[config.mk]
export PLATFORM = sky130hd
export DESIGN_NAME = segint_orient
export DESIGN_NICKNAME = d
export VERILOG_FILES = /design/src/segint_pkg.sv /design/src/segint_orient.sv
export SDC_FILE = /design/constraint.sdc
export NUM_CORES = 2
export LEC_CHECK = 0
export ABC_CLOCK_PERIOD_IN_PS = 12400
export BUFFER_PORTS_ARGS = -buffer_cell sky130_fd_sc_hd__buf_2
export CAP_MARGIN = 5
export CORE_ASPECT_RATIO = 1.2
export CORE_MARGIN = 2
export CORE_UTILIZATION = 40
export DETAILED_ROUTE_END_ITERATION = 10
export SYNTH_ARGS = -nofsm -noshare
export SYNTH_HDL_FRONTEND = slang
export SYNTH_SLANG_ARGS = --single-unit
[constraint.sdc]
create_clock -name vclk -period 12.4
set_clock_uncertainty 0.2 [all_clocks]
set_input_delay 2.48 -clock vclk [all_inputs]
set_output_delay 2.48 -clock vclk [all_outputs]
set_load 0.03 [all_outputs]
[src/segint_pkg.sv]
// ============================================================================
// Segment intersection package
// Shared constants, field positions and result types for the segment
// intersection test block.
// ============================================================================
package segint_pkg;

   // Default coordinate width of every endpoint field.
   localparam int COORD_BITS_DEFAULT = 16;

   // Number of coordinate fields in one request beat.
   localparam int NUM_FIELDS = 8;

   // Field positions inside the request payload, lowest field first.
   localparam int FLD_A_START_X = 0;
   localparam int FLD_A_START_Y = 1;
   localparam int FLD_A_END_X   = 2;
   localparam int FLD_A_END_Y   = 3;
   localparam int FLD_B_START_X = 4;
   localparam int FLD_B_START_Y = 5;
   localparam int FLD_B_END_X   = 6;
   localparam int FLD_B_END_Y   = 7;

   // Response payload: crosses, outcome, then zero fill to one byte.
   localparam int OUTCOME_BITS = 3;
   localparam int RSP_BITS     = 8;
   localparam int RSP_PAD_BITS = RSP_BITS - OUTCOME_BITS - 1;

   typedef enum logic [OUTCOME_BITS-1:0] {
      OUTCOME_PROPER   = 3'd0,
      OUTCOME_PARALLEL = 3'd1,
      OUTCOME_SHARED   = 3'd2,
      OUTCOME_TOUCHING = 3'd3,
      OUTCOME_DISJOINT = 3'd4
   } outcome_type;

   // Turning sense of three points, or collinear.
   typedef enum logic [1:0] {
      ORIENT_COLLINEAR = 2'd0,
      ORIENT_POS       = 2'd1,
      ORIENT_NEG       = 2'd2
   } orient_type;

   typedef struct packed {
      logic        crosses;
      outcome_type outcome;
   } result_type;

endpackage

[src/segint_orient.sv]
// ============================================================================
// Segment intersection orientation unit
// Computes m0*m1 - n0*n1 at full width on coordinate differences and
// reports its sign as an orientation code.
// ============================================================================
module segint_orient #(
   parameter int COORD_BITS = segint_pkg::COORD_BITS_DEFAULT
) (
   input  logic signed [COORD_BITS:0] m0,
   input  logic signed [COORD_BITS:0] m1,
   input  logic signed [COORD_BITS:0] n0,
   input  logic signed [COORD_BITS:0] n1,
   output segint_pkg::orient_type     orient
);

   localparam int DIFF_BITS = COORD_BITS + 1;
   localparam int PROD_BITS = 2 * DIFF_BITS;

   logic signed [PROD_BITS-1:0] prod_m;
   logic signed [PROD_BITS-1:0] prod_n;
   logic signed [PROD_BITS:0]   value;

   assign prod_m = m0 * m1;
   assign prod_n = n0 * n1;
   assign value  = {prod_m[PROD_BITS-1], prod_m} - {prod_n[PROD_BITS-1], prod_n};

   always_comb begin
      if (value == '0) begin
         orient = segint_pkg::ORIENT_COLLINEAR;
      end else if (value[PROD_BITS]) begin
         orient = segint_pkg::ORIENT_NEG;
      end else begin
         orient = segint_pkg::ORIENT_POS;
      end
   end

endmodule

==> impl_metrics.py <==
metrics = {
    "synthesis": {
        "synthesis.area_um2": 22600,
        "ys_warn_count": 0,
        "yosysTopAreaCell": "fa_1",
        "synth_top_cell_area_share": 0.585,
        "syn_inst": 2388,
        "netlist_top_cells_area": "fa_1 (58%), inv_1 (11%), and2_1 (8.7%)",
        "synth_nets": 3266,
        "ys_types": 62,
        "postSynthAreaPerCell_um2": 9.45,
        "ys_seq_area_frac": 0,
    },
    "cells_and_area": {
        "regArea_um2": 0,
        "fillers": 5319,
        "syn_to_final_growth_pct": 16.9,
        "nNetsFinal": 3537,
        "multi_input_area_um2": 20100,
        "drive_gt1_frac": 0.169,
        "nClkBuffers": 0,
        "sequential_cell_total": 0,
    },
    "sta": {
        "fmax_mhz": 80.0,
        "setup_viol": 1,
        "relSlewSlack": 0.464,
        "finalMaxSlewViolations": 0,
        "period_minus_slack_ns": 12.50,
        "finalHoldViolations": 0,
        "period_share": 1.01,
        "whs_ns": 6.21,
        "worst_pin_slew_ns": 0.802,
        "finalWorstSetupSlack_ns": -0.101,
        "setup_tns_ns": -0.101,
        "grt_setup_unrepaired": "true",
    },
    "die": {
        "io_pins": 70,
        "num_rows": 95,
        "initial_utilization": 0.404,
        "core_area_um2": 55900,
        "dieArea_um2": 58300,
        "dieWidth_um": 221,
        "die_h_um": 264,
    },
    "grt": {
        "antenna_found_initial": 2,
        "overflow": 0,
        "grt_pass1_wl_um": 97700,
        "grt_usage": 0.215,
        "first_global_vias": 18800,
        "grt_max_degree": 19,
    },
    "placement": {
        "place_congestion": 0.922,
        "io_buffers": 70,
        "dpl.hpwl_um": 55300,
    },
    "hold_path": {
        "holdPathStages": 12,
        "hold_path.class": "input port to output pin",
        "holdPathEnd": "orient[0]",
        "worstHoldStart": "n0[16]",
    },
    "detailed_routing": {
        "routed_wl_um": 60100,
        "vias": 16600,
        "routed_via_density": 4.89,
        "drt_iter0_markers": 865,
        "drtAntennaViolNets": 0,
        "first_pass_iters": 5,
        "drc": 0,
        "wl_per_cell_um": 17.8,
    },
    "status": {
        "status": "finished with violations",
        "violations": "setup timing",
    },
    "worst_setup_path": {
        "crit_required_ns": 9.72,
        "cp-start-kind": "input port",
        "crit_fanout": 6,
        "critPathKind": "input port to output pin",
        "crit_path_end_kind": "output pin",
        "worstPathArrival_ns": 9.82,
    },
    "cts": {
        "ctsHoldBuffers": 0,
    },
    "job": {
        "maxCapViolations": 0,
    },
}
==> worst max-delay path by stage <==
stage / start / to / slack (ns)
after detailed placement: m0[16] / orient[0] / -0.53
after global placement: m0[16] / orient[0] / -0.39
final: n0[16] / orient[0] / -0.10
after global routing: m1[3] / orient[0] / -0.35
after CTS: m1[3] / orient[0] / -0.15
after floorplan: m0[16] / orient[0] / 0.01
==> cells in the mapped netlist, types with 3 or more instances <==
master	count
a211o_1	4
a21oi_1	27
nand2b_1	19
fa_1	659
nor3_1	10
xor2_1	7
nand2_1	254
nand4_1	6
a21o_1	12
mux2i_1	3
a211oi_1	3
o21bai_1	4
o31ai_1	3
nand3_1	8
ha_1	151
nor2_1	29
o21ai_0	20
nor2b_1	18
xnor2_1	29
inv_1	675
and2_1	314
clkbuf_1	77
o22ai_1	3
==> critical path, cell delays in order <==
cell       delay [ns]
buf_12           0.12
and2_4           0.16
fa_2             0.57
buf_6            0.10
fa_2             0.52
buf_16           0.18
fa_1             0.47
inv_1            0.06
fa_1             0.51
inv_1            0.06
fa_1             0.53
inv_1            0.05
fa_1             0.49
fa_1             0.50
inv_1            0.05
fa_1             0.48
inv_1            0.07
ha_4             0.27
o21ai_0          0.08
a32oi_1          0.17
o21ai_1          0.12
a2111oi_2        0.37
or4b_1           0.47
nor4_1           0.18
nand4_1          0.17
nor3_2           0.22
a41oi_2          0.16
buf_6            0.17
==> cell usage in the layout, fill, tap and decap left out, types with 12 or more instances in the layout <==
master,count
inv_1,653
fa_1,634
and2_1,308
buf_4,262
nand2_1,250
ha_1,138
buf_2,36
nor2_1,28
xnor2_1,28
fa_2,25
a21oi_1,23
inv_2,21
buf_6,21
nor2b_1,18
nand2b_1,18
o21ai_0,18
a21o_1,12
buf_12,12
==> routing by layer <==
layer | global-route usage | share of wire | vias up | routed length [um]
met5 | 0 | 0 | - | 0
met4 | 0.0616 | 0.036 | 0 | 2190
met3 | 0.00944 | 0.035 | 98 | 2090
met2 | 0.410 | 0.56 | 396 | 33700
met1 | 0.259 | 0.37 | 8735 | 22200
li1 | - | - | 7335 | -
==> kinds of logic after synthesis <==
| group | share of synthesized area |
|---|---|
| AOI/OAI and AO/OA | 0.0334 |
| xor gates and xnor gates | 0.0140 |
| adders and majority gates | 0.669 |
| buffers and inverters | 0.126 |
| muxes | 0.00183 |
| and+or+nand+nor | 0.156 |
==> area by class of cell <==
class | count | area share
Inverter | 675 | 0.0961
Timing Repair Buffer | 348 | 0.108
Antenna cell | 1 | 0.0000949
Multi-Input combinational cell | 1634 | 0.762
Tap cell | 727 | 0.0345
==> per-stage QoR <==
stage,cells,utilization,setup slack (ns),area [um2]
floorplan,2388,-,0.0124,22600
global placement,3362,0.458,-0.388,25600
detailed placement,3362,0.458,-0.525,25600
CTS,3371,0.464,-0.150,25900
global route,3385,0.472,-0.352,26400
finish,3385,0.472,-0.101,26400
==> repair_timing <==
item | 4_1_cts | 5_1_grt
resized for setup | 69 | 109
endpoints found under the setup margin | 2 | 2
pin swaps | 53 | 65
buffers inserted | 8 | 12
gates cloned | 1 | 2
Power is left out: the tool's default activity adds up to more than one toggle a clock period on the data nets, which glitch-free logic cannot reach.
